**src/sv/glf_pkg.sv**
```systemverilog
// shared types and constants for the line glob filter
`timescale 1ns / 1ps
`default_nettype none

package glf_pkg;

  // pattern characters the configuration registers can hold
  localparam int unsigned PAT_SLOTS = 16;

  localparam logic [7:0] CH_STAR = 8'h2A;
  localparam logic [7:0] CH_ANY  = 8'h3F;

  localparam int unsigned CFG_IDX_W = 8;

  localparam logic [CFG_IDX_W-1:0] REG_PAT_LOW  = 8'd0;
  localparam logic [CFG_IDX_W-1:0] REG_PAT_HIGH = 8'd1;
  localparam logic [CFG_IDX_W-1:0] REG_PAT_LEN  = 8'd2;
  localparam logic [CFG_IDX_W-1:0] REG_DELIM    = 8'd3;

  localparam logic [7:0] DELIM_RESET = 8'd10;

  // per-cell view of the pattern
  typedef struct packed {
    logic       live;
    logic [7:0] pchar;
  } cell_cfg_t;

  // controls broadcast to every cell
  typedef struct packed {
    logic step;
    logic restart;
    logic refresh;
  } cell_ctl_t;

  typedef struct packed {
    logic        matched;
    logic [15:0] length;
  } result_t;

endpackage

`default_nettype wire

```
**src/sv/glf_cell.sv**
```systemverilog
// one pattern position: stored and closed state bit plus its match logic
`timescale 1ns / 1ps
`default_nettype none

module glf_cell (
  input  wire logic              clk_i,
  input  wire logic              rst_ni,
  input  wire glf_pkg::cell_cfg_t cfg_i,
  input  wire glf_pkg::cell_ctl_t ctl_i,
  input  wire logic [7:0]        byte_i,
  input  wire logic              left_cur_i,
  input  wire logic              right_stay_i,
  input  wire logic              closed_i,
  output logic                   closed_o,
  output logic                   stay_o,
  output logic                   cur_o
);

  logic pos_q, pos_d;
  logic cur_q, cur_d;
  logic is_star;
  logic adv;
  logic raw;

  assign is_star = (cfg_i.pchar == glf_pkg::CH_STAR);

  // left neighbor reachable: a star keeps it, a hit moves it here
  assign stay_o = left_cur_i & cfg_i.live & is_star;
  assign adv    = left_cur_i & cfg_i.live & ~is_star &
                  ((cfg_i.pchar == glf_pkg::CH_ANY) | (cfg_i.pchar == byte_i));

  always_comb begin
    if (ctl_i.refresh) begin
      raw = pos_q;
    end else if (ctl_i.restart) begin
      raw = 1'b0;
    end else begin
      raw = adv | right_stay_i;
    end
  end

  // star closure ripples left to right through the row
  assign closed_o = cfg_i.live & (raw | (closed_i & is_star));

  always_comb begin
    pos_d = pos_q;
    cur_d = cur_q;
    if (ctl_i.refresh) begin
      cur_d = closed_o;
    end else if (ctl_i.restart) begin
      // a new line keeps only the bare start set, closure is redone on use
      pos_d = raw;
      cur_d = closed_o;
    end else if (ctl_i.step) begin
      pos_d = closed_o;
      cur_d = closed_o;
    end
  end

  always_ff @(posedge clk_i or negedge rst_ni) begin
    if (!rst_ni) begin
      pos_q <= 1'b0;
      cur_q <= 1'b0;
    end else begin
      pos_q <= pos_d;
      cur_q <= cur_d;
    end
  end

  assign cur_o = cur_q;

endmodule

`default_nettype wire

```
**src/sv/glf_out_stage.sv**
```systemverilog
// result register between the matcher and the output channel
`timescale 1ns / 1ps
`default_nettype none

module glf_out_stage (
  input  wire logic         clk_i,
  input  wire logic         rst_ni,
  input  wire logic         load_i,
  input  wire glf_pkg::result_t res_i,
  input  wire logic         stall_i,
  output logic              valid_o,
  output glf_pkg::result_t  res_o
);

  logic             valid_q, valid_d;
  glf_pkg::result_t res_q, res_d;

  always_comb begin
    valid_d = valid_q;
    res_d   = res_q;
    if (load_i) begin
      valid_d = 1'b1;
      res_d   = res_i;
    end else if (!stall_i) begin
      valid_d = 1'b0;
    end
  end

  always_ff @(posedge clk_i or negedge rst_ni) begin
    if (!rst_ni) begin
      valid_q <= 1'b0;
    end else begin
      valid_q <= valid_d;
    end
  end

  always_ff @(posedge clk_i) begin
    res_q <= res_d;
  end

  assign valid_o = valid_q;
  assign res_o   = res_q;

endmodule

`default_nettype wire

```
**src/sv/glob_line_filter.sv**
```systemverilog
// top level: line splitter and wildcard matcher over a row of position cells
`timescale 1ns / 1ps
`default_nettype none

// Filters a byte stream at one byte per clock while input is not stalled. Bytes
// up to the delimiter form a line; each delimiter beat yields one result with
// the match flag and the saturating line length, other bytes yield nothing. The
// pattern is held as a row of cells, one per pattern character, each carrying
// one bit of the reachable position set; the star closure ripples through the
// row in the same cycle, so that chain sets the clock. Input stall is raised in
// the cycle after every configuration write while the cells re-close their set
// over the new pattern, and a delimiter beat is also held off while the previous
// result is still stalled at the output. No clearing pass is needed after reset.
module glob_line_filter #(
  parameter int unsigned PATTERN_MAX = 16,
  parameter int unsigned LENGTH_BITS = 16
) (
  input  wire logic                           clk_i,
  input  wire logic                           rst_ni,
  input  wire logic                           data_valid_i,
  output logic                                data_stall_o,
  input  wire logic [7:0]                     data_byte_i,
  output logic                                res_valid_o,
  input  wire logic                           res_stall_i,
  output logic                                line_matched_o,
  output logic [15:0]                         line_length_o,
  input  wire logic                           cfg_valid_i,
  output logic                                cfg_ready_o,
  input  wire logic [glf_pkg::CFG_IDX_W-1:0]  cfg_index_i,
  input  wire logic [63:0]                    cfg_data_i
);

  localparam int unsigned CAP   = (PATTERN_MAX < glf_pkg::PAT_SLOTS) ?
                                  PATTERN_MAX : glf_pkg::PAT_SLOTS;
  localparam int unsigned CNT_W = (LENGTH_BITS < 16) ? LENGTH_BITS : 16;
  localparam logic [4:0]       CAP_L = 5'(CAP);
  localparam logic [CNT_W-1:0] SAT   = '1;

  logic [63:0] pat_low_q, pat_high_q;
  logic [4:0]  pat_len_q;
  logic [7:0]  delim_q;
  logic        dirty_q;
  logic [CNT_W-1:0] cnt_q, cnt_d;
  logic        pos0_q, pos0_d, cur0_q, cur0_d;

  logic cfg_we;
  logic in_acc, is_delim, step, restart;
  logic [4:0] len_c;
  logic [CAP:0] cur_bits, stay, closed;
  logic hit_bit, hit;
  logic raw0;
  glf_pkg::cell_ctl_t ctl;
  glf_pkg::result_t   res_new, res_out;

  assign cfg_ready_o = 1'b1;
  assign cfg_we      = cfg_valid_i & cfg_ready_o;

  always_ff @(posedge clk_i or negedge rst_ni) begin
    if (!rst_ni) begin
      pat_low_q  <= '0;
      pat_high_q <= '0;
      pat_len_q  <= '0;
      delim_q    <= glf_pkg::DELIM_RESET;
      dirty_q    <= 1'b0;
    end else begin
      dirty_q <= cfg_we;
      if (cfg_we) begin
        case (cfg_index_i)
          glf_pkg::REG_PAT_LOW:  pat_low_q  <= cfg_data_i;
          glf_pkg::REG_PAT_HIGH: pat_high_q <= cfg_data_i;
          glf_pkg::REG_PAT_LEN:  pat_len_q  <= cfg_data_i[4:0];
          glf_pkg::REG_DELIM:    delim_q    <= cfg_data_i[7:0];
          default: ;
        endcase
      end
    end
  end

  assign len_c = (pat_len_q > CAP_L) ? CAP_L : pat_len_q;

  assign is_delim     = (data_byte_i == delim_q);
  assign data_stall_o = dirty_q | (res_valid_o & res_stall_i & is_delim);
  assign in_acc       = data_valid_i & ~data_stall_o;
  assign step         = in_acc & ~is_delim;
  assign restart      = in_acc & is_delim;

  assign ctl.step    = step;
  assign ctl.restart = restart;
  assign ctl.refresh = dirty_q;

  // position zero: start bit, always live
  always_comb begin
    if (dirty_q) begin
      raw0 = pos0_q;
    end else if (restart) begin
      raw0 = 1'b1;
    end else begin
      raw0 = stay[0];
    end
  end

  assign closed[0]   = raw0;
  assign cur_bits[0] = cur0_q;
  assign stay[CAP]   = 1'b0;

  always_comb begin
    pos0_d = pos0_q;
    cur0_d = cur0_q;
    if (dirty_q) begin
      cur0_d = raw0;
    end else if (step || restart) begin
      pos0_d = raw0;
      cur0_d = raw0;
    end
  end

  for (genvar i = 0; i < CAP; i++) begin : g_cell
    glf_pkg::cell_cfg_t ccfg;
    assign ccfg.live  = (5'(i) < len_c);
    if (i < 8) begin : g_lo
      assign ccfg.pchar = pat_low_q[8*i +: 8];
    end else begin : g_hi
      assign ccfg.pchar = pat_high_q[8*(i-8) +: 8];
    end

    glf_cell u_cell (
      .clk_i        (clk_i),
      .rst_ni       (rst_ni),
      .cfg_i        (ccfg),
      .ctl_i        (ctl),
      .byte_i       (data_byte_i),
      .left_cur_i   (cur_bits[i]),
      .right_stay_i (stay[i+1]),
      .closed_i     (closed[i]),
      .closed_o     (closed[i+1]),
      .stay_o       (stay[i]),
      .cur_o        (cur_bits[i+1])
    );
  end

  // end position of the pattern reached
  always_comb begin
    hit_bit = 1'b0;
    for (int j = 1; j <= CAP; j++) begin
      if (len_c == 5'(j)) begin
        hit_bit = cur_bits[j];
      end
    end
  end

  assign hit = (len_c != 5'd0) & (cnt_q != '0) & hit_bit;

  always_comb begin
    cnt_d = cnt_q;
    if (restart) begin
      cnt_d = '0;
    end else if (step && (cnt_q != SAT)) begin
      cnt_d = cnt_q + 1'b1;
    end
  end

  always_ff @(posedge clk_i or negedge rst_ni) begin
    if (!rst_ni) begin
      cnt_q  <= '0;
      pos0_q <= 1'b1;
      cur0_q <= 1'b1;
    end else begin
      cnt_q  <= cnt_d;
      pos0_q <= pos0_d;
      cur0_q <= cur0_d;
    end
  end

  assign res_new.matched = hit;
  assign res_new.length  = 16'(cnt_q);

  glf_out_stage u_out (
    .clk_i   (clk_i),
    .rst_ni  (rst_ni),
    .load_i  (restart),
    .res_i   (res_new),
    .stall_i (res_stall_i),
    .valid_o (res_valid_o),
    .res_o   (res_out)
  );

  assign line_matched_o = res_out.matched;
  assign line_length_o  = res_out.length;

endmodule

`default_nettype wire

```
**config.mk**
```make
export PLATFORM = sky130hd
export DESIGN_NAME = glob_line_filter
export DESIGN_NICKNAME = d
export VERILOG_FILES = /design/src/sv/glf_pkg.sv /design/src/sv/glf_cell.sv /design/src/sv/glf_out_stage.sv /design/src/sv/glob_line_filter.sv
export SDC_FILE = /design/constraint.sdc
export NUM_CORES = 1
export LEC_CHECK = 0
export ABC_CLOCK_PERIOD_IN_PS = 15090
export BUFFER_PORTS_ARGS = -buffer_cell sky130_fd_sc_hd__buf_2
export CAP_MARGIN = 20
export CORE_MARGIN = 2
export CORE_UTILIZATION = 55
export CTS_CLUSTER_DIAMETER = 50
export DETAILED_ROUTE_END_ITERATION = 10
export PLACE_DENSITY_LB_ADDON = 0.25
export SLEW_MARGIN = 10
export SYNTH_ARGS = -nofsm -noshare
export SYNTH_HDL_FRONTEND = slang
export SYNTH_HIERARCHICAL = 1
export SYNTH_SLANG_ARGS = --single-unit
```
**constraint.sdc**
```tcl
create_clock -name clk_i -period 15.09 [get_ports clk_i]
set_input_delay 3.7725 -clock clk_i [delete_from_list [all_inputs] [get_ports clk_i]]
set_output_delay 3.7725 -clock clk_i [all_outputs]
set_load 0.02 [all_outputs]
```
==> metrics.cfg <==
[yosys]
synth_area_sq_um=11700
syn_inst=1066
syn-num-nets=1153
syn_avg_cell_area_sq_um=11.0
yosys_warnings=6

[pwr]
p_per_area_nw_per_um2=105
total_leakage_power_nw=6.22
internal_power_w=0.00105
part_of_the_total_power_dissipated_in_combinational_logic=0.106
power_frac_seq=0.454
netSwitchingFraction=0.258
power.share.clock=0.440
max-vdd-ir-drop_v=0.0000791
net-switching-power_w=0.000363

[timing]
unrepaired_setup_endpoints_after_global_routing=no
layout_skew_ps=19.7
timing.max_slew.rel_slack=0.375
final.hold.worst_slack_ps=512
setup-violations-final=0
worstMarginPinSlew_ps=937
timing.final.hold_violations=0
highest_clock_rate_ghz=0.0694
fin_setup_tns_ps=0
portion_of_the_clock_cycle_consumed_by_the_worst_path_in_the_final_layout=0.955
finalMaxSlewViolations=0
min_period_ps=14410

[setup_path]
worst_ep_arrival_time_ps=14820
critical_path.endpoint_type=flip-flop
critPathMaxFanout=7
timing.critical_path.required_ps=15500
regToRegSetupSlack_ps=3510
worst_path_largest_cell_delay_ps=420
slowest_stage=sky130_fd_sc_hd__nor4_1
path_class=primary input to flip-flop
setup.worst_path.start_class=primary input

[clock_tree]
clockRootBuffer=sky130_fd_sc_hd__clkbuf_16
number_of_buffers_added_by_the_clock_tree_synthesis_step=27
clock_h_tree_levels=1
cts_buffer_depth=3
cts.sinks=210
insertion_delay_ps=530
cts_tree=done
cts_hold_buffers=0
clk_pin_slew_worst_paths_ps=60

[detailed_routing]
routed_via_density=5.96
first_pass_iteration_count_of_the_detailed_router=5
post-route-drc-count=0
drt_wl_total_um=28200
wire_per_inst_um=18.9
drt.antenna.violating_nets=0
drt-initial-drc-count=515
num_vias=8886

[cells_and_area]
syn_to_final_growth_pct=15.0
final_cell_area_sq_um=13400
post_route_cells_drive_above_1_share=0.259
finalNetCount=1281
fillers=1783
layoutNonFillerInstCount=1490

[floorplan]
rows=53
fp.dieH_um=150
design.die.area_sq_um=22400
die_width_um=150
core_area_sq_um=21000
design.portCount=105
initial_core_util=0.558

[place]
routabilityCongestion=0.849
place_area_sq_um=12600
portBuffers=103
dpl.cell_count=1440
hpwl_um=19600

[worst_hold_path]
worst_hold_path_type=flip-flop to flip-flop

[grt]
grt_overflow=0
first_global_vias=8737
largest_net_degree_at_the_start_of_global_routing=87
initial_antenna_violation_count=1
grt_first_pass_wirelength_um=45600
groute.usage.overall=0.257

[run_status]
outcome=completed

[job]
drv_cap=0

power by group through the flow:
stage | Combinational [W] | Clock, W | Sequential (W)
after global routing | 0.000165 | 0.000657 | 0.000646
after CTS | 0.000150 | 0.000630 | 0.000640
final | 0.000149 | 0.000620 | 0.000640
after detailed placement | 0.000149 | 0 | 0.000649
after floorplan | 0.0000925 | 0 | 0.000638
after global placement | 0.000144 | 0 | 0.000648
metal layers:
metal,vias to the layer above,global-route usage,part of all wire
met5,-,0,0
met4,0,0.0892,0.034
met3,68,0.0427,0.050
met2,242,0.423,0.48
met1,4393,0.345,0.44
li1,4183,-,-
per-stage QoR:
step	power [W]	util	setup slack (ps)
2_1_floorplan	0.000730	-	134
3_3_place_gp	0.000792	0.599	376
3_5_place_dp	0.000798	0.599	115
4_1_cts	0.00142	0.641	622
5_1_grt	0.00147	0.642	14.6
6_report	0.00141	0.642	676
flip-flops by register name, indices dropped and copies added, names as in the netlist:
name                 flops
u_out/res_o             17
pat_len_q                5
dirty_q                  1
pat_low_q               64
delim_q                  8
g_cell.u_cell/cur_o     16
cnt_q                   16
pos0_q                   1
u_out/valid_o            1
pat_high_q              64
cur0_q                   1
g_cell.u_cell/pos_q     16
cell type report:
cell class,count,area (sq um),share of cell area
well taps,275,344,0.0256
diodes,1,2.50,0.000186
clock inverters,11,98.8,0.00735
flip-flops and latches,210,5350,0.398
inverters,30,113,0.00838
repair buffers,125,689,0.0513
clock buffers,38,777,0.0578
multi-input cells,800,6070,0.452
critical path, delay by kind of cell:
kind / cells / cell delay, ps
AO/OA/AOI/OAI: 33 / 8720
XOR/XNOR: 1 / 190
buffers and inverters: 18 / 1500
AND/OR/NAND/NOR: 3 / 600
worst paths after layout:
| kind | from | to | cells after the start |
|---|---|---|---|
| max | data_byte_i[0] | g_cell[15].u_cell/pos_q | 55 |
| min | cnt_q[1] | u_out/res_o[1] | 0 |
| max reg2reg | dirty_q | g_cell[15].u_cell/pos_q | 55 |
| min reg2reg | cnt_q[1] | u_out/res_o[1] | 0 |
| max in group asynchronous | rst_ni | pat_high_q[7] | 3 |
| min in group asynchronous | rst_ni | pat_high_q[25] | 1 |
repair_timing:
item                                    4_1_cts  5_1_grt
setup buffers                                 0        0
endpoints found under the setup margin        0        2
gates resized for setup                       0        1
cell usage in the layout (no fill, tap or decap), drive strengths merged, types with 3 or more instances in the layout:
cell,count
and4,18
a21oi,34
a221o,16
or3,22
dfstp,4
xnor2,130
nand2,32
buf,124
xor2,8
nor4,7
a22oi,16
nand3,26
inv,32
o31ai,7
o2111ai,3
dfrtp,189
edfxtp,17
nand2b,3
and3,37
nor2b,33
nand3b,4
nor3b,18
clkbuf,39
mux2,141
o21ai,59
nor2,78
clkinv,6
nand4,54
or4,6
nor3,20
Note: power is estimated with default switching activity, not from simulation.
